`config.mk`:
```
export PLATFORM = sky130hd
export DESIGN_NAME = rbc_window
export DESIGN_NICKNAME = d
export VERILOG_FILES = /design/src/sv/rbc_pkg.sv /design/src/sv/rbc_window.sv
export SDC_FILE = /design/constraint.sdc
export NUM_CORES = 2
export LEC_CHECK = 0
export BUFFER_PORTS_ARGS = -buffer_cell sky130_fd_sc_hd__clkbuf_2
export CAP_MARGIN = 20
export CORE_AREA = 4 4 386 388
export DETAILED_ROUTE_END_ITERATION = 10
export DIE_AREA = 0 0 390 392
export PLACE_DENSITY = 0.73
export SYNTH_ARGS = -nofsm -noshare
export SYNTH_HDL_FRONTEND = slang
export SYNTH_SLANG_ARGS = --single-unit
```
`constraint.sdc`:
```
create_clock -name clock -period 3 [get_ports clock]
set_input_delay 0.3 -clock clock [delete_from_list [all_inputs] [get_ports clock]]
set_output_delay 0.3 -clock clock [all_outputs]
set_load 0.005 [all_outputs]
```
`src/sv/rbc_pkg.sv`:
```
// Shared types, codes and seed constants for the ROM boot checksum block.
package rbc_pkg;

   // Input command codes
   typedef enum logic [0:0] {
      CMD_LOAD = 1'b0,
      CMD_DATA = 1'b1
   } rbc_cmd_type;

   // Boot chip variants
   typedef enum logic [1:0] {
      VAR_6102 = 2'd0,
      VAR_6103 = 2'd1,
      VAR_6105 = 2'd2,
      VAR_6106 = 2'd3
   } rbc_variant_type;

   localparam logic [31:0] SEED_6102 = 32'hF8CA4DDC;
   localparam logic [31:0] SEED_6103 = 32'hA3886759;
   localparam logic [31:0] SEED_6105 = 32'hDF26F436;
   localparam logic [31:0] SEED_6106 = 32'h1FEA617A;

   localparam int unsigned WinDepth   = 64;
   localparam int unsigned WinAddrW   = $clog2(WinDepth);

   typedef struct packed {
      rbc_cmd_type         cmd;
      logic [5:0]          window_index;
      logic [31:0]         word_value;
      logic                last;
   } rbc_req_type;

   typedef struct packed {
      logic [31:0] checksum_high;
      logic [31:0] checksum_low;
   } rbc_rsp_type;

   // Accumulator set handed from the update stage to the final combine
   typedef struct packed {
      logic [31:0] mix;
      logic [31:0] sel;
      logic [31:0] xr;
      logic [31:0] carries;
      logic [31:0] rotsum;
      logic [31:0] sum;
   } rbc_acc_type;

   function automatic logic [31:0] seed_of(rbc_variant_type v);
      logic [31:0] s;
      unique case (v)
         VAR_6102: s = SEED_6102;
         VAR_6103: s = SEED_6103;
         VAR_6105: s = SEED_6105;
         VAR_6106: s = SEED_6106;
         default:  s = SEED_6102;
      endcase
      return s;
   endfunction

endpackage

```
`src/sv/rbc_window.sv`:
```
// Boot window memory and front-end word position counter.
module rbc_window
   import rbc_pkg::*;
(
   input  logic                clock,
   input  logic                reset,
   input  logic                accept,
   input  rbc_req_type         item,
   output logic [31:0]         win_data
);

   logic [31:0]         mem [WinDepth];
   logic [WinAddrW-1:0] pos_ff;
   logic [WinAddrW-1:0] pos_in;
   logic [31:0]         rdata_ff;

   // Position of the next data word; a last word closes the run
   always_comb begin
      pos_in = pos_ff;
      if (accept && item.cmd == CMD_DATA) begin
         pos_in = item.last ? '0 : pos_ff + 1'b1;
      end
   end

   always_ff @(posedge clock) begin
      if (reset) begin
         pos_ff <= '0;
      end else begin
         pos_ff <= pos_in;
      end
   end

   // Loads write, data words read; both at the transfer, so order is kept
   always_ff @(posedge clock) begin
      if (accept) begin
         if (item.cmd == CMD_LOAD) begin
            mem[item.window_index[WinAddrW-1:0]] <= item.word_value;
         end else begin
            rdata_ff <= mem[pos_ff];
         end
      end
   end

   assign win_data = rdata_ff;

endmodule

```
Word-level counts from Yosys, hierarchy flattened
Memories as Yosys holds them, arrays and structs flattened. A register that Yosys moved wholly into a read port is not among the register bits.
Cells that the tools add are included.

storage, ports and cells
  flip-flop bits (word level) = 6
  RAM bits = 2,048
  bits of input ports = 43
  output and inout bits = 32
  logic and storage cells = 9
  memories kept = 1

memories
  name  words  bits a word  read ports  clocked after Yosys merged registers in  wr ports  line              RTL
  mem   64     32           1           1                                        1         rbc_window.sv:12  logic [31:0] mem [WinDepth];

cells by class
  add/subtract/negate cells = 1
  mux-type cells = 4
  reduce and logical (&&, ||, !) cells = 2

operator list
  kind                   count
  $add A6 B1 Y6 const B  1
  $mux W6                1
  $mux W1                3
  $reduce_and A2 Y1      1
  $logic_and A1 B1 Y1    1

Longest topological paths before layout
  depth in word-level cells = 3
  gate-level depth with buffers = 10
  mapped depth without buffers = 5

Least setup slack after synthesis
Ideal clock, no wire load.

  path kind = input to register
  start point = in item[38] (netlist bit)
  end point = mem mem[37][0] (enable)
  setup time = 0.421 ns
  arrival time = 2.509 ns
  required time = 2.579 ns
  slack = 0.070 ns
  cell stages on the path = 4
  buffers on the path = 2
  cells stage by stage = clkbuf_1 or3b_2 clkbuf_1 nor2_1

RTL lines
  what         line              RTL
  from (decl)  rbc_window.sv:8   input rbc_req_type item,
  to (decl)    rbc_window.sv:12

No word-level cell before the write port.

==> metrics.md <==
| Metric | Value |
|---|---|
| Status | `complete, no violations` |
| Ys Warns | `0` |
| Gr usage total | `roughly 25%` |
| Fin cells | `5912` |
| Htree depth | `4` |
| CP Class | `reg -> reg` |
| Maximum VDD drop | `500 uV` |
| CP peak stage delay | `roughly 530 ps` |
| Synthesis-stage register bit count | `between 2000 and 2500` |
| Dpl hpwl | `approximately 110 mm` |
| PD cells | `~630 nW/um^2` |
| Fmax | `about 340 MHz` |
| Most common cell after layout, fill and taps aside | `edfxtp_1` |
| Synthesized net count | `~3500` |
| Vias | `just under 40000` |
| Slowest stage cell, crit path | `mux4_2` |
| Root Driver | `clkbuf_16` |
| Pins Over Slew Limit | `0` |
| Post-Synthesis Cell Area | `slightly below 80000 sq um` |
| Die Span Y | `~390 microns` |
| Endpoints failing setup | `0` |
| Drt first pass iters | `5` |
| Initial antenna violation count | `9` |
| Skew-Pair Late Insertion Delay | `roughly 800 ps` |
| Routed WL per cell | `32.4 microns` |
| Starting Density | `roughly 55%` |
| RSZ-0062 raised after global routing | `no` |
| Critical path data required time | `between 3000 and 4000 ps` |
| Vias per cell | `between 6 and 7` |
| CTS clock-pin slew for the worst setup and hold paths | `around 60 ps` |
| Post-synthesis cell type count | `48` |
| Post-Place Cells | `between 5000 and 6000` |
| Largest net degree at the start of global routing | `65` |
| Startpoint Class | `flop` |
| Critical path origin | `pos_ff[0]$_SDFFE_PP0P_` |
| Worst Max-Slew Pin Slew | `between 1000 and 1500 ps` |
| Clock buffer depth | `3` |
| Share of cells above drive strength 1 | `~29%` |
| Final #Nets | `approximately 3900` |
| Mapped Cells | `about 3500` |
| Seq/Total Area, Yosys | `around four fifths` |
| Skew final | `approximately 36 ps` |
| CORE AREA | `about 150000 sq um` |
| Cell with the most instances on the worst path | `buf_4` |
| Final critical-path required period | `slightly below 3000 ps` |
| WP data arrival | `3460 ps` |
| CTS Buf Count | `approximately 200` |
| Vias in the first global route | `39000` |
| Number of synthesized flops with an enable pin | `approximately 2100` |
| Crit path max fanout | `17` |
| Most frequent cells in the layout | `edfxtp_1, mux4_2, mux2i_1` |
| GP Congestion | `roughly 0.80` |
| P&R area growth vs syn | `15.0%` |
| Hold WC Path Type | `in -> reg` |
| Hold Vio Cnt, Final | `0` |
| Fin Setup TNS | `0 ps` |
| Synth Flop Type | `edfxtp_1` |
| Clock sinks | `~2100` |
| Num rows | `140` |
| Ys async rst share | `0%` |
| Final Cycle Share | `between 90 and 100%` |
| CTS tree | `yes` |
| Starting DRT DRC Count | `4771` |
| Worst r2r src | `pos_ff[0]$_SDFFE_PP0P_` |
| Post-layout util | `62.9%` |
| Static leakage | `roughly 27 nW` |
| Die width | `roughly 400 microns` |
| Syn Area/Cell | `22.9 sq um` |
| Worst Setup End Kind | `flop` |
| Residual DRC count | `0` |
| Maxcap violations | `0` |
| Slew Limit Headroom | `between 30% and 40%` |
| Total Power | `a little under 60 mW` |
| I/O Buffers | `74` |
| First-pass GRT wire length | `278 mm` |
| Cell Chain, Critical Path | `buf_12 > buf_4 > mux4_2 > mux2i_1 > nor2_1 > a2111oi_2 > buf_1 > buf_4 > o32ai_1` |
| Gr ovfl total | `0` |
| Drt total wl | `~190 mm` |
| Post-route ant nets | `0` |
| Die Area | `153000 sq um` |
| Min-delay src | `item[19]` |
| Ports | `75` |
## worst max-delay path: cells and delay by family, from the launching register on
| family | cells | cell delay, ps |
|---|---|---|
| compound gates | 2 | 450 |
| mux | 2 | 680 |
| simple gates | 1 | 70 |
| flops | 1 | 500 |
| buf+inv | 4 | 900 |
## stage by stage
| step | setup slack, ps | hold slack, ps | area [sq um] |
|---|---|---|---|
| after CTS | 2.58 | 30.8 | 91000 |
| after global placement | -365 | 544 | 84800 |
| after global routing | 30.4 | 60.0 | 91500 |
| final | 75.0 | 57.6 | 91500 |
| after detailed placement | -38.8 | 552 | 84800 |
| after floorplan | 70.3 | 369 | 79600 |
## cell usage after synthesis, types with 3 or more instances
cell          n  area, sq um
o21ai_0       6         30.0
and3_1        5         31.3
or3_1         3         18.8
nand4_1       6         37.5
a2111oi_0    45          394
nor2b_1       5         31.3
o211ai_1      4         30.0
nor2_1      132          495
and3b_1       3         26.3
mux4_2      475        10700
mux2_1        8         90.1
o31ai_1      20          150
a221oi_1      9         78.8
inv_1         3         11.3
edfxtp_1   2080        62500
a21oi_1      12         60.1
nor3b_1       3         22.5
o22ai_1      93          582
buf_1        21         78.8
dfxtp_1       6          120
nand2_1      48          180
buf_6        22          248
clkbuf_1     66          248
buf_2        64          320
a22oi_1      24          180
buf_4        19          143
o21ai_1       5         25.0
mux2i_1     232         2320
o32ai_1       4         35.0
nand3b_1      5         37.5
mux2_2       10          113
nand3_1      10         50.1
## cell type report
class	instances	area (sq um)
clock buffer	250	5150
tap	1917	2400
timing repair buffer	350	3890
multi-input combinational	1192	16400
sequential	2086	62600
inverter	3	11.3
clock inverter	113	996
antenna	1	2.50
fill	9363	53900
## kinds of logic after synthesis
kind of cell | count (synthesis) | share of synthesized area [%]
multiplexers | 725 | 16.6
buffers and inverters | 196 | 1.32
AO/OA/AOI/OAI | 237 | 2.13
AND/OR/NAND/NOR | 229 | 1.25
adder cells (fa/ha/maj) | 1 | 0.0157
flip-flops | 2086 | 78.7
## state kept, by name, summed over array words and instances, names as in the netlist
register  cells
win_data     32
pos_ff        6
mem        2048
## worst paths after layout
kind                            end  slack (ps)  cells after the start
max          win_data[30]$_DFFE_PP_          70                      9
min            mem[6][18]$_DFFE_PP_          60                      1
max reg2reg  win_data[30]$_DFFE_PP_          70                      9
min reg2reg  pos_ff[3]$_SDFFE_PP0P_         850                      3
## timing repair
item,CTS,global route
setup endpoints to repair,3,4
gates cloned,0,0
hold buffers,6,13
gates resized for setup,4,5
buffers inserted,0,0
hold endpoints to repair,44,136
## layer usage
layer  GRT usage, %  part of all wire, %  vias up
met5              0                0.030        -
met4           7.77                  2.9       10
met3           5.43                   11      322
met2           39.8                   48     2364
met1           36.7                   38    20500
li1               -                    -    15600
## where the power goes
group / internal (mW) / switching (mW) / leakage [nW] / total, mW
sequential: 32.2 / 0.0507 / 18.8 / 32.2
clock: 13.4 / 10.5 / 3.00 / 23.9
combinational: 0.609 / 0.953 / 5.67 / 1.56
total: 46.2 / 11.5 / 27.4 / 57.7
(Power assumes the default switching activity.)
