**config.mk**
```make
export PLATFORM = sky130hd
export DESIGN_NAME = rbc_accum
export DESIGN_NICKNAME = d
export VERILOG_FILES = /design/src/sv/rbc_pkg.sv /design/src/sv/rbc_accum.sv
export SDC_FILE = /design/constraint.sdc
export NUM_CORES = 1
export LEC_CHECK = 0
export BUFFER_PORTS_ARGS = -buffer_cell sky130_fd_sc_hd__buf_2
export CAP_MARGIN = 20
export CORE_MARGIN = 4
export CORE_UTILIZATION = 50
export DETAILED_ROUTE_END_ITERATION = 10
export GPL_ROUTABILITY_DRIVEN = 0
export PLACE_DENSITY_LB_ADDON = 0.1
export SLEW_MARGIN = 0
export SYNTH_ARGS = -nofsm -noshare
export SYNTH_HDL_FRONTEND = slang
export SYNTH_SLANG_ARGS = --single-unit
```
**constraint.sdc**
```tcl
create_clock -name clock -period 8.5 [get_ports clock]
set_clock_uncertainty 0.1 [all_clocks]
set_input_delay 1.275 -clock clock [delete_from_list [all_inputs] [get_ports clock]]
set_output_delay 1.275 -clock clock [all_outputs]
set_load 0.01 [all_outputs]
```
**src/sv/rbc_pkg.sv**
```systemverilog
// Shared types, codes and seed constants for the ROM boot checksum block.
package rbc_pkg;

   // Input command codes
   typedef enum logic [0:0] {
      CMD_LOAD = 1'b0,
      CMD_DATA = 1'b1
   } rbc_cmd_type;

   // Boot chip variants
   typedef enum logic [1:0] {
      VAR_6102 = 2'd0,
      VAR_6103 = 2'd1,
      VAR_6105 = 2'd2,
      VAR_6106 = 2'd3
   } rbc_variant_type;

   localparam logic [31:0] SEED_6102 = 32'hF8CA4DDC;
   localparam logic [31:0] SEED_6103 = 32'hA3886759;
   localparam logic [31:0] SEED_6105 = 32'hDF26F436;
   localparam logic [31:0] SEED_6106 = 32'h1FEA617A;

   localparam int unsigned WinDepth   = 64;
   localparam int unsigned WinAddrW   = $clog2(WinDepth);

   typedef struct packed {
      rbc_cmd_type         cmd;
      logic [5:0]          window_index;
      logic [31:0]         word_value;
      logic                last;
   } rbc_req_type;

   typedef struct packed {
      logic [31:0] checksum_high;
      logic [31:0] checksum_low;
   } rbc_rsp_type;

   // Accumulator set handed from the update stage to the final combine
   typedef struct packed {
      logic [31:0] mix;
      logic [31:0] sel;
      logic [31:0] xr;
      logic [31:0] carries;
      logic [31:0] rotsum;
      logic [31:0] sum;
   } rbc_acc_type;

   function automatic logic [31:0] seed_of(rbc_variant_type v);
      logic [31:0] s;
      unique case (v)
         VAR_6102: s = SEED_6102;
         VAR_6103: s = SEED_6103;
         VAR_6105: s = SEED_6105;
         VAR_6106: s = SEED_6106;
         default:  s = SEED_6102;
      endcase
      return s;
   endfunction

endpackage

```
**src/sv/rbc_accum.sv**
```systemverilog
// Accumulator update for one data word per cycle while step is high.
module rbc_accum
   import rbc_pkg::*;
(
   input  logic            clock,
   input  logic            reset,
   input  logic            step,
   input  rbc_variant_type variant,
   input  logic [31:0]     word,
   input  logic            last,
   input  logic [31:0]     win_data,
   output rbc_acc_type     acc_next
);

   rbc_acc_type acc_ff;
   rbc_acc_type acc_in;
   rbc_acc_type base;
   logic        active_ff;
   logic        active_in;
   logic [32:0] sum_wide;
   logic [63:0] rot_wide;
   logic [31:0] rot;
   logic [31:0] mix_term;

   // Seed every accumulator at the first word of a run
   always_comb begin
      if (active_ff) begin
         base = acc_ff;
      end else begin
         base.mix     = seed_of(variant);
         base.sel     = seed_of(variant);
         base.xr      = seed_of(variant);
         base.carries = seed_of(variant);
         base.rotsum  = seed_of(variant);
         base.sum     = seed_of(variant);
      end
   end

   // One word's update
   always_comb begin
      sum_wide       = {1'b0, base.sum} + {1'b0, word};
      rot_wide       = {word, word} << word[4:0];
      rot            = rot_wide[63:32];
      acc_in.sum     = sum_wide[31:0];
      acc_in.carries = base.carries + {31'd0, sum_wide[32]};
      acc_in.xr      = base.xr ^ word;
      acc_in.rotsum  = base.rotsum + rot;
      if (base.sel > word) begin
         acc_in.sel = base.sel ^ rot;
      end else begin
         acc_in.sel = base.sel ^ acc_in.sum ^ word;
      end
      mix_term   = (variant == VAR_6105) ? (win_data ^ word) : (acc_in.rotsum ^ word);
      acc_in.mix = base.mix + mix_term;
   end

   assign active_in = step ? !last : active_ff;

   always_ff @(posedge clock) begin
      if (reset) begin
         active_ff <= 1'b0;
         acc_ff    <= '0;
      end else begin
         active_ff <= active_in;
         if (step) begin
            acc_ff <= acc_in;
         end
      end
   end

   assign acc_next = acc_in;

endmodule

```
======== Word-level counts from Yosys, hierarchy flattened ========
Cells that the tools add are included.
word-level totals
  register bits ........................... 193
  input bits .............................. 70
  output and inout bits ................... 192
  word-level logic and storage cells ...... 28
cells by class
  add/subtract/negate cells ............... 4
  $lt $le $gt $ge ......................... 1
  equality and inequality tests ........... 3
  shift operators ......................... 1
  muxes and demuxes ....................... 4
  bitwise gates (word level) .............. 6
  reductions and logical operators ........ 2
operator list
  kind                                                             number
  192-bit two-way mux                                              1
  32-bit XOR                                                       6
  32-bit case mux with 4 select lines                              1
  32-bit adder                                                     2
  32-bit two-way mux                                               2
  64-bit by 5-bit << shifter with 64-bit output                    1
  32-bit by 32-bit adder with 33-bit output                        1
  32-bit by 1-bit adder with 32-bit output                         1
  32-bit greater-than comparator                                   1
  2-bit == test, second input constant                             2
  2-bit by 1-bit == test with 1-bit output, second input constant  1
  2-bit logical NOT                                                1
  1-bit logical NOT                                                1

======== Depth between registers and ports, before layout ========
  depth in word-level cells ............... 7
  gate-level depth with buffers ........... 32

======== Worst setup path before layout ========
OpenSTA, ideal clock, no wires.
  path kind ............................... input port to output port
  start point ............................. input port word[0]
  end point ............................... output port acc_next[191] (netlist name)
  arrival time ............................ 7.357 ns
  slack ................................... -0.232 ns
  stages on the path ...................... 27
  path buffers ............................ 3
  cells stage by stage .................... buf_6 > buf_6 > buf_2 > mux4_2 > a21oi_1 > a21oi_1 > mux2_2 > ha_1 > fa_1 > a211o_1 > o211ai_1 > a21oi_1 > a31oi_1 > a21boi_0 > o21a_1 > or3_1 > a31oi_1 > xnor2_1 > ha_1 > a21oi_1 > o21ai_0 > a221oi_1 > o21ai_0 > a211oi_2 > a21oi_1 > o311ai_0 > xnor2_1
RTL lines
  element      line             text
  from (decl)  rbc_accum.sv:9   input logic [31:0] word,
  to (decl)    rbc_accum.sv:12  output rbc_acc_type acc_next

==> flow_summary.toml <==
[power_and_ir_drop]
total_power_mw = 6.489
power_switching_mw = 2.990
ir_drop_mv = 0.1772
combPwrFrac_pct = 69.5
clockPowerShare_pct = 12.6
p_per_area_nw_per_um2 = 253.8
p_sw_share_pct = 46.09
p_int_mw = 3.498
p_leak_nw = 12.12
seq_power_share_pct = 17.9

[critical_path]
max_stage_delay_ps = 410
startpoint_type = "primary input"
worst-path-max-fanout = 6
crit_buf_inv = 6
crit_path_top_delay_cell = "a2111o_1"
required_ps = 7120
endpoint_kind = "output port"
crit_top_cell = "mux2i_1"
cp_data_arrival_time_ps = 7240
worstSetupPathType = "in2out"
cp_top_family = "compound AO/OA/AOI/OAI gates"

[cts]
clock_path_buffers = 2
cts.sinks = 193
hold_buffers = 0
clkLatencyLatePin_ps = 520
cts_max_level = 4
cts_tree = "done"
numCtsBuffers = 17
clk_pin_slew_worst_paths_ps = 70
clock-root-buffer = "clkbuf_16"

[sta]
slew_headroom_pct = 30.74
maxSlewViolCount = 0
fin_crit_sh_pct = 101.3
final.setup.worst_slack_ps = -114.4
grt_setup_unrepaired = "yes"
finalSetupViolCount = 1
tightestPinTransition_ps = 1039
max_freq_mhz = 116.1
hold_viol_final = 0
period_minus_slack_ps = 8614

[cells_and_area]
nNetsFinal = 3279
drive_above_1_share_pct = 28.11
syn2layout_area_growth_pct = 28.97
mostFrequentLayoutCell = "buf_4"
nFillCells = 3326
layout.cells.non_filler = 3605
final_cell_mix = "buf_4, buf_2, nor2_1"

[global_routing]
antenna_found_initial = 3
grt.total_usage_pct = 35.80
grt_max_degree = 84
grt_pass1_wl_mm = 121.9
overflow = 0
first_global_vias = 20690

[detailed_routing]
wl_per_cell_um = 22.78
dr.pass1.iters = 6
via_count = 22010
ant_nets = 0
drt_iter0_drc = 2225
routed_wl_mm = 82.13
vias_per_cell = 6.106
drc_errors = 0

[synthesis]
synth_fp_nets = 2761
syn_inst = 2553
postSynthAreaPerCell_um2 = 7.765
yosys_warnings = 0
yosysUniqueCellTypes = 89
synthesis.area_um2 = 19830
synth.ff_latch_count = 193
synth_seq_area_share_pct = 19.49
synth-edff-count = 0
async_flop_share_pct = 0
synth-main-ff-cell = "dfxtp_1"

[floorplanning]
num_rows = 72
io-pin-count = 262
die_w_um = 207.1
core_um2 = 38920
fp.dieH_um = 207.1
initial_core_util_pct = 50.94
die-area_um2 = 42900

[place]
dp.cells = 3520
dpl.hpwl_mm = 62.24
numPortBuffers = 261

[flow_run]
drv_cap = 0

[hold_path]
min_path_type = "reg2reg"

[run_status]
failed_checks = "negative setup slack"
status = "complete, but fails checks"
[metal layers]
layer / track usage (%) / vias to the layer above / routed length [um]
li1: - / 10110 / -
met3: 8.154 / 290 / 8253
met5: 0 / - / 11
met1: 46.72 / 10360 / 33010
met2: 55.40 / 1252 / 35700
met4: 18.70 / 2 / 5158
[power groups by stage]
| stage | clock [mW] | combinational, mW | sequential [mW] |
|---|---|---|---|
| 3_5_place_dp | 0 | 4.13 | 1.18 |
| 2_1_floorplan | 0 | 2.40 | 1.15 |
| 6_report | 0.819 | 4.51 | 1.16 |
| 3_3_place_gp | 0 | 4.07 | 1.17 |
| 4_1_cts | 0.839 | 4.24 | 1.16 |
| 5_1_grt | 0.865 | 4.83 | 1.18 |
[logic make-up (layout without fill, tap and decap cells)]
kind of cell    after synthesis  count (layout)  synth area share, %
mux                         241             241                13.86
xor+xnor                    239             239                11.63
other cells                   0               3                    0
compound gates              669             669                22.38
flops                       193             193                19.49
fa+ha+maj                   138             138                8.823
buf+inv                     333             864                6.633
simple gates                740             740                17.19
[timing repair]
action | 4_1_cts | 5_1_grt
cloned | 1 | 3
pin swaps | 37 | 56
gates resized for setup | 69 | 100
buffers inserted | 12 | 35
setup endpoints to repair | 18 | 26
[cell usage after synthesis (13+ instances only)]
cell / instances / area share [%]
mux2_2: 17 / 0.97
o211a_1: 20 / 1.0
xor2_1: 46 / 2.0
nand4_1: 19 / 0.60
or2_2: 13 / 0.41
nand2_1: 211 / 4.0
o21bai_1: 17 / 0.64
xnor3_1: 14 / 1.6
a21oi_1: 245 / 6.2
o211ai_1: 15 / 0.57
nand2b_1: 29 / 0.92
o21ai_0: 91 / 2.3
a31oi_1: 23 / 0.73
buf_1: 34 / 0.64
a21o_1: 62 / 2.3
nand3_1: 52 / 1.3
inv_1: 161 / 3.0
buf_2: 17 / 0.43
nor2_1: 251 / 4.8
or3_1: 16 / 0.50
and3_1: 20 / 0.63
clkbuf_1: 111 / 2.1
ha_1: 135 / 8.5
mux2i_1: 201 / 10
nor3_1: 53 / 1.3
dfxtp_1: 193 / 19
o21a_1: 34 / 1.3
mux4_2: 16 / 1.8
nor2b_1: 18 / 0.57
xnor2_1: 178 / 7.9
and2_1: 23 / 0.73
a211oi_1: 56 / 2.1
[area by class of cell]
type / instances / area (um2) / area share, %
multi-input cells: 2027 / 15220 / 59.52
repair buffers: 668 / 4654 / 18.20
flip-flops and latches: 193 / 3867 / 15.13
well taps: 518 / 648.1 / 2.535
inverters: 164 / 618.1 / 2.417
clock buffers: 18 / 429.2 / 1.678
clock inverters: 14 / 125.1 / 0.4894
diodes: 3 / 7.507 / 0.02936
[worst reg2reg max path: cells and delay by family (launching register included)]
| family | cells | cell delay (ps) |
|---|---|---|
| AOI/OAI and AO/OA | 12 | 2700 |
| xor gates and xnor gates | 2 | 310 |
| adders and majority gates | 2 | 500 |
| buffers and inverters | 6 | 970 |
| DFF | 1 | 730 |
| muxes | 1 | 120 |
| and+or+nand+nor | 5 | 940 |
[through the flow]
step                hold slack (ps)  util, %  setup TNS, ps  setup WS [ps]  cell area (um2)
global placement              349.9    61.35          -2629         -433.9            23870
CTS                           366.9    63.66              0         0.3904            24780
floorplan                     339.8        -              0          12.89            19850
finish                        366.3    65.70         -114.4         -114.4            25570
detailed placement            353.6    61.35          -6974         -804.1            23870
global route                  383.6    65.69          -1566         -296.4            25560
[flip-flops by register name, summed over array words and instances, names as in the netlist]
register	flops
acc_ff	192
active_ff	1
[worst paths after layout]
kind / from / to / slack (ps) / depth (start not counted)
worst max-delay path: word[0] / acc_next[191] / -110 / 30
worst min register to register: acc_ff[132]$_SDFFE_PP0P_ / acc_ff[132]$_SDFFE_PP0P_ / 370 / 2
worst min-delay path: acc_ff[132]$_SDFFE_PP0P_ / acc_ff[132]$_SDFFE_PP0P_ / 370 / 2
worst max register to register: active_ff$_SDFFE_PP0P_ / acc_ff[191]$_SDFFE_PP0P_ / 2010 / 28
(Power assumes the default switching activity.)
