## config.mk

```make
export PLATFORM = sky130hd
export DESIGN_NAME = rbc_combine
export DESIGN_NICKNAME = d
export VERILOG_FILES = /design/src/sv/rbc_pkg.sv /design/src/sv/rbc_combine.sv
export SDC_FILE = /design/constraint.sdc
export NUM_CORES = 2
export LEC_CHECK = 0
export ABC_AREA = 1
export BUFFER_PORTS_ARGS = -buffer_cell sky130_fd_sc_hd__buf_4
export CAP_MARGIN = 20
export CORE_MARGIN = 1
export CORE_UTILIZATION = 55
export CTS_BUF_LIST = sky130_fd_sc_hd__clkbuf_4
export DETAILED_ROUTE_END_ITERATION = 7
export PLACE_DENSITY = 0.8
export SYNTH_ARGS = -nofsm -noshare
export SYNTH_HDL_FRONTEND = slang
export SYNTH_SLANG_ARGS = --single-unit
```

## constraint.sdc

```tcl
create_clock -name clock -period 7.96 [get_ports clock]
set_input_delay 1.592 -clock clock [delete_from_list [all_inputs] [get_ports clock]]
set_output_delay 1.592 -clock clock [all_outputs]
set_load 0.02 [all_outputs]
```

## src/sv/rbc_pkg.sv

```systemverilog
// Shared types, codes and seed constants for the ROM boot checksum block.
package rbc_pkg;

   // Input command codes
   typedef enum logic [0:0] {
      CMD_LOAD = 1'b0,
      CMD_DATA = 1'b1
   } rbc_cmd_type;

   // Boot chip variants
   typedef enum logic [1:0] {
      VAR_6102 = 2'd0,
      VAR_6103 = 2'd1,
      VAR_6105 = 2'd2,
      VAR_6106 = 2'd3
   } rbc_variant_type;

   localparam logic [31:0] SEED_6102 = 32'hF8CA4DDC;
   localparam logic [31:0] SEED_6103 = 32'hA3886759;
   localparam logic [31:0] SEED_6105 = 32'hDF26F436;
   localparam logic [31:0] SEED_6106 = 32'h1FEA617A;

   localparam int unsigned WinDepth   = 64;
   localparam int unsigned WinAddrW   = $clog2(WinDepth);

   typedef struct packed {
      rbc_cmd_type         cmd;
      logic [5:0]          window_index;
      logic [31:0]         word_value;
      logic                last;
   } rbc_req_type;

   typedef struct packed {
      logic [31:0] checksum_high;
      logic [31:0] checksum_low;
   } rbc_rsp_type;

   // Accumulator set handed from the update stage to the final combine
   typedef struct packed {
      logic [31:0] mix;
      logic [31:0] sel;
      logic [31:0] xr;
      logic [31:0] carries;
      logic [31:0] rotsum;
      logic [31:0] sum;
   } rbc_acc_type;

   function automatic logic [31:0] seed_of(rbc_variant_type v);
      logic [31:0] s;
      unique case (v)
         VAR_6102: s = SEED_6102;
         VAR_6103: s = SEED_6103;
         VAR_6105: s = SEED_6105;
         VAR_6106: s = SEED_6106;
         default:  s = SEED_6102;
      endcase
      return s;
   endfunction

endpackage

```

## src/sv/rbc_combine.sv

```systemverilog
// Final combine of a finished run and the result register.
module rbc_combine
   import rbc_pkg::*;
(
   input  logic            clock,
   input  logic            reset,
   input  logic            snap_valid,
   output logic            snap_ready,
   input  rbc_acc_type     snap_acc,
   input  rbc_variant_type variant,
   output logic            rsp_valid,
   input  logic            rsp_ready,
   output rbc_rsp_type     rsp_data
);

   logic            s2_valid_ff;
   logic            s2_valid_in;
   rbc_acc_type     s2_acc_ff;
   rbc_variant_type s2_var_ff;
   logic            out_valid_ff;
   logic            out_valid_in;
   rbc_rsp_type     out_data_ff;
   rbc_rsp_type     out_data_in;
   logic            out_take;
   logic [31:0]     prod_hi;
   logic [31:0]     prod_lo;

   assign out_take   = !out_valid_ff || rsp_ready;
   assign snap_ready = !s2_valid_ff || out_take;

   // Combine by variant
   always_comb begin
      prod_hi = 32'(s2_acc_ff.sum * s2_acc_ff.carries);
      prod_lo = 32'(s2_acc_ff.rotsum * s2_acc_ff.sel);
      case (s2_var_ff)
         VAR_6103: begin
            out_data_in.checksum_high = (s2_acc_ff.sum ^ s2_acc_ff.carries) + s2_acc_ff.xr;
            out_data_in.checksum_low  = (s2_acc_ff.rotsum ^ s2_acc_ff.sel) + s2_acc_ff.mix;
         end
         VAR_6106: begin
            out_data_in.checksum_high = prod_hi + s2_acc_ff.xr;
            out_data_in.checksum_low  = prod_lo + s2_acc_ff.mix;
         end
         default: begin
            out_data_in.checksum_high = s2_acc_ff.sum ^ s2_acc_ff.carries ^ s2_acc_ff.xr;
            out_data_in.checksum_low  = s2_acc_ff.rotsum ^ s2_acc_ff.sel ^ s2_acc_ff.mix;
         end
      endcase
   end

   // Stage and result valid flags
   always_comb begin
      s2_valid_in = s2_valid_ff;
      if (snap_valid) begin
         s2_valid_in = 1'b1;
      end else if (s2_valid_ff && out_take) begin
         s2_valid_in = 1'b0;
      end
      out_valid_in = out_valid_ff;
      if (s2_valid_ff && out_take) begin
         out_valid_in = 1'b1;
      end else if (rsp_ready) begin
         out_valid_in = 1'b0;
      end
   end

   always_ff @(posedge clock) begin
      if (reset) begin
         s2_valid_ff  <= 1'b0;
         out_valid_ff <= 1'b0;
      end else begin
         s2_valid_ff  <= s2_valid_in;
         out_valid_ff <= out_valid_in;
      end
   end

   always_ff @(posedge clock) begin
      if (snap_valid) begin
         s2_acc_ff <= snap_acc;
         s2_var_ff <= variant;
      end
      if (s2_valid_ff && out_take) begin
         out_data_ff <= out_data_in;
      end
   end

   assign rsp_valid = out_valid_ff;
   assign rsp_data  = out_data_ff;

endmodule

```

=== Word level (Yosys, flattened, before mapping) ===
Cells that the tools add are included.

* Div/mod/pow operators: 0
* Magnitude comparators: 0
* Reductions and logical operators: 7
* Equal/unequal tests: 2
* Multipliers: 2
* Bitwise operators: 4
* Multiplexer cells: 5
* Shift-type cells: 0
* $add $sub $neg: 4

{| class="wikitable"
|+ Operator list
! cell !! count
|-
| $add 32x32->32 || 4
|-
| $pmux 64 s2 || 1
|-
| $xor 32x32->32 || 4
|-
| $mul 32x32->32 || 2
|-
| $mux 1 || 4
|-
| $reduce_bool 2->1 || 2
|-
| $eq 2x1->1 const B || 1
|-
| $eq 2x2->1 const B || 1
|-
| $logic_not 1->1 || 2
|-
| $logic_or 1x1->1 || 2
|-
| $logic_and 1x1->1 || 1
|}

* Memories kept: 0
* Bits of input ports: 198
* Bits in latches: 0
* Bits in writable memories: 0
* Register bits after elaboration: 260
* ROM bits: 0

=== Logic depth before layout (Yosys ltp) ===
* Word-level depth: 5
* Depth in mapped cells: 35
* Gate-level depth less buffers: 33

=== Worst setup path after synthesis ===
OpenSTA, ideal clock, no wires.

* Path kind: register to register
* From: reg s2_acc_ff[129] (netlist bit)
* To: reg out_data_ff (netlist bit rsp_data[28]), data pin
* Path slack: 1.118 ns
* Required time: 7.696 ns
* Data arrival time: 6.578 ns
* Path buffers: 2
* Stages on the path, launching flop included: 29
* Path through: edfxtp_1 > clkbuf_1 > clkbuf_1 > nand2_1 > fa_1 > fa_1 > inv_1 > fa_1 > inv_1 > fa_1 > inv_1 > fa_1 > fa_1 > fa_1 > inv_1 > fa_1 > inv_1 > ha_1 > nand2_1 > nor4_2 > nand4_1 > nand3_1 > nand2_1 > nand2_1 > nand2_1 > nand2_1 > a21oi_1 > o21ai_0 > nand3_1

{| class="wikitable"
|+ RTL lines
! item !! line !! text
|-
| from (decl) || rbc_combine.sv:18 || <nowiki>rbc_acc_type s2_acc_ff;</nowiki>
|-
| from (signal assigned) || rbc_combine.sv:79 || <nowiki>s2_acc_ff <= snap_acc;</nowiki>
|-
| to (signal assigned) || rbc_combine.sv:83 || <nowiki>out_data_ff <= out_data_in;</nowiki>
|-
| to (decl) || rbc_combine.sv:22 || <nowiki>rbc_rsp_type out_data_ff;</nowiki>
|}

==> results.tsv <==
stage	metric	value	unit
clocking	clk_latency	970	ps
timing	fmax	0.129	GHz
hold_path	min_from	s2_valid_ff	
die	die_w	300	um
yosys	ys_seq_area_share	15.9	%
routing	drcViolationCount	0	
clocking	cts_buffer_depth	3	
yosys	synth_area_leaders	fa_1 (36%), edfxtp_1 (16%), inv_1 (14%)	
timing	fin_ws	197	ps
routing	drt-initial-drc-count	4402	
grt	grt_max_degree	109	
clocking	cts_tree	done	
final_layout	nFillCells	7389	
timing	finalMaxSlewViolations	0	
setup_path	worst-path-buf-inv	8	
routing	wl_per_cell	20.1	um
yosys	ys_seq_elements	260	
yosys	async_flop_share	0	%
die	die_height	300	um
clocking	cts_sinks	260	
yosys	yosys_warnings	0	
setup_path	rrSetupSlack	200	ps
yosys	yosysTopAreaCellShare	35.9	%
setup_path	path_common_cell	fa_1	
yosys	yosysMostFrequentCell	inv_1	
setup_path	r2r_end	rsp_data[56]	
setup_path	critPathMaxStageDelay	760	ps
timing	max_slew_margin	17.7	%
timing	finClkSkew	100	ps
clocking	h-tree-depth	3	
yosys	synth-xor-area-share	1.20	%
setup_path	r2r-start	s2_acc_ff[71]	
place	portBuffers	263	
setup_path	r2r_cells	26	
hold_path	min_delay_path_depth	2	
die	start_util	55.5	%
clocking	root_buffer	clkbuf_4	
clocking	numCtsBuffers	78	
yosys	muxShareOfSynthArea	0	%
timing	period_share	97.5	%
yosys	synth.avg_cell_area	7.99	um^2
status	status	finished, final reports clean	
setup_path	critPathTopFamily	adder cells	
flow_run	drv_cap	0	
setup_path	arrival	8370	ps
die	rows	109	
grt	grt_remaining_overflow	0	
yosys	synth_top_family_by_area	adder cells	
timing	hold_violations	0	
yosys	synth_edf_count	258	
die	io_pins	264	
place	dp_slack	-11.2	ps
timing	period_needed	7760	ps
place	dpl.hpwl	127000	um
routing	vias	41200	
routing	viasPerCell	5.37	
yosys	synth_common_cells	inv_1 (1867), nand2_1 (1625), fa_1 (878)	
grt	grtUsageTotal	34.9	%
yosys	syn-num-nets	7545	
yosys	synthAdderAreaFrac	44.7	%
timing	setup_viol	0	
yosys	synth_cells	6127	
yosys	synth_compound_area_share	5.11	%
grt	grt_antenna_before_repair	6	
yosys	synthSimpleGateAreaFrac	16.7	%
routing	dr.pass1.iters	7	
final_layout	finalNetCount	7870	
hold_path	hold_path.class	reg -> reg	
clocking	cts.reportedPaths.clkPinSlew	60	ps
place	place.gp.congestion	1.01	
setup_path	cp_slowest_cell	edfxtp_1	
die	fp.dieArea	90200	um^2
yosys	synth_top_area_cell	fa_1	
final_layout	synthToLayoutAreaGrowth	10.9	%
setup_path	crit_type	reg -> reg	
yosys	syn_area	48900	um^2
routing	drt_wl_total	154000	um
setup_path	endpoint_kind	register	
routing	ant_nets	0	
die	core_area	88200	um^2
yosys	netlist-cell-type-count	55	
setup_path	worst_ep_required_time	8570	ps
grt	grt_pass1_vias	42200	
grt	grt_pass1_wl	239000	um
timing	worst_pin_slew	1230	ps
setup_path	cp_max_fo	16	
yosys	synthFlopType	edfxtp_1	
hold_path	hold_path_end	s2_valid_ff	
final_layout	drive_gt1_share	9.92	%
setup_path	setup.worst_path.start_class	register	
registers in the layout, indices dropped and copies added, names as in the netlist:
name         flops
s2_acc_ff      192
rsp_data        64
rsp_valid        1
s2_valid_ff      1
s2_var_ff        2
layout by cell type, fill, tap and decap left out, drive strengths merged, types with 10 or more instances in the layout:
master / instances
fa: 878
a21boi: 13
a21o: 22
edfxtp: 258
o211ai: 12
ha: 342
clkbuf: 103
or2: 17
nor3: 40
nand3b: 17
o221ai: 13
nand2: 1632
nand3: 188
a31oi: 10
a21oi: 160
nand4: 23
o21ai: 140
buf: 477
xor2: 53
nor2: 121
clkinv: 24
o21bai: 23
xnor2: 14
inv: 1879
tightest hold or removal path, delay by kind of cell, from the launching register on:
kind	cells	cell delay, ps
AO/OA/AOI/OAI	1	60
flip-flops	1	320
AND/OR/NAND/NOR	1	110
how the worst max path moves through the flow:
stage	slack, ps	endpoint	start	cells after the start
floorplan	1120	rsp_data[28]	s2_acc_ff[129]	28
global placement	60	rsp_data[28]	s2_acc_ff[129]	26
detailed placement	-10	rsp_data[28]	s2_acc_ff[129]	26
CTS	170	rsp_data[28]	s2_acc_ff[130]	28
global route	-10	rsp_data[56]	s2_acc_ff[67]	26
finish	200	rsp_data[56]	s2_acc_ff[71]	26
layer usage:
metal	GRT usage [%]	up-vias	wire length (um)
met5	0	-	27
met1	49.4	20000	62300
met4	12.8	4	5960
met3	8.95	329	19800
met2	51.8	2401	66400
li1	-	18500	-
logic make-up after synthesis:
group           after synthesis
compound gates              424
xor+xnor                     67
fa+ha+maj                  1220
flops                       260
simple gates               2046
buf+inv                    2110
metrics by stage:
stage               area [um^2]  cells  hold slack, ps  utilization [%]  setup TNS, ps
finish                    54300   7671             530             61.5              0
global route              54300   7670             552             61.5          -13.6
CTS                       53500   7587             531             60.6              0
detailed placement        52400   7453             523             59.4          -11.2
global placement          52400   7453             498             59.4              0
floorplan                 48900   6127             445                -              0
cell type report:
class,count,area (um^2),area share (%)
inverter,1878,7050,13.0
timing repair buffer,477,3810,7.02
clock buffer,103,773,1.42
clock inverter,29,241,0.445
sequential,260,7790,14.3
tap,1165,1460,2.69
antenna,2,5.00,0.00922
multi-input combinational,3757,33200,61.1
repair_timing:
action	4_1_cts	5_1_grt
hold buffers	0	0
setup endpoints to repair	1	9
pin swaps	0	1
resized for setup	1	3
setup buffers	2	82
Power is left out: the tool's default activity adds up to more than one toggle a clock period on the data nets, which glitch-free logic cannot reach.
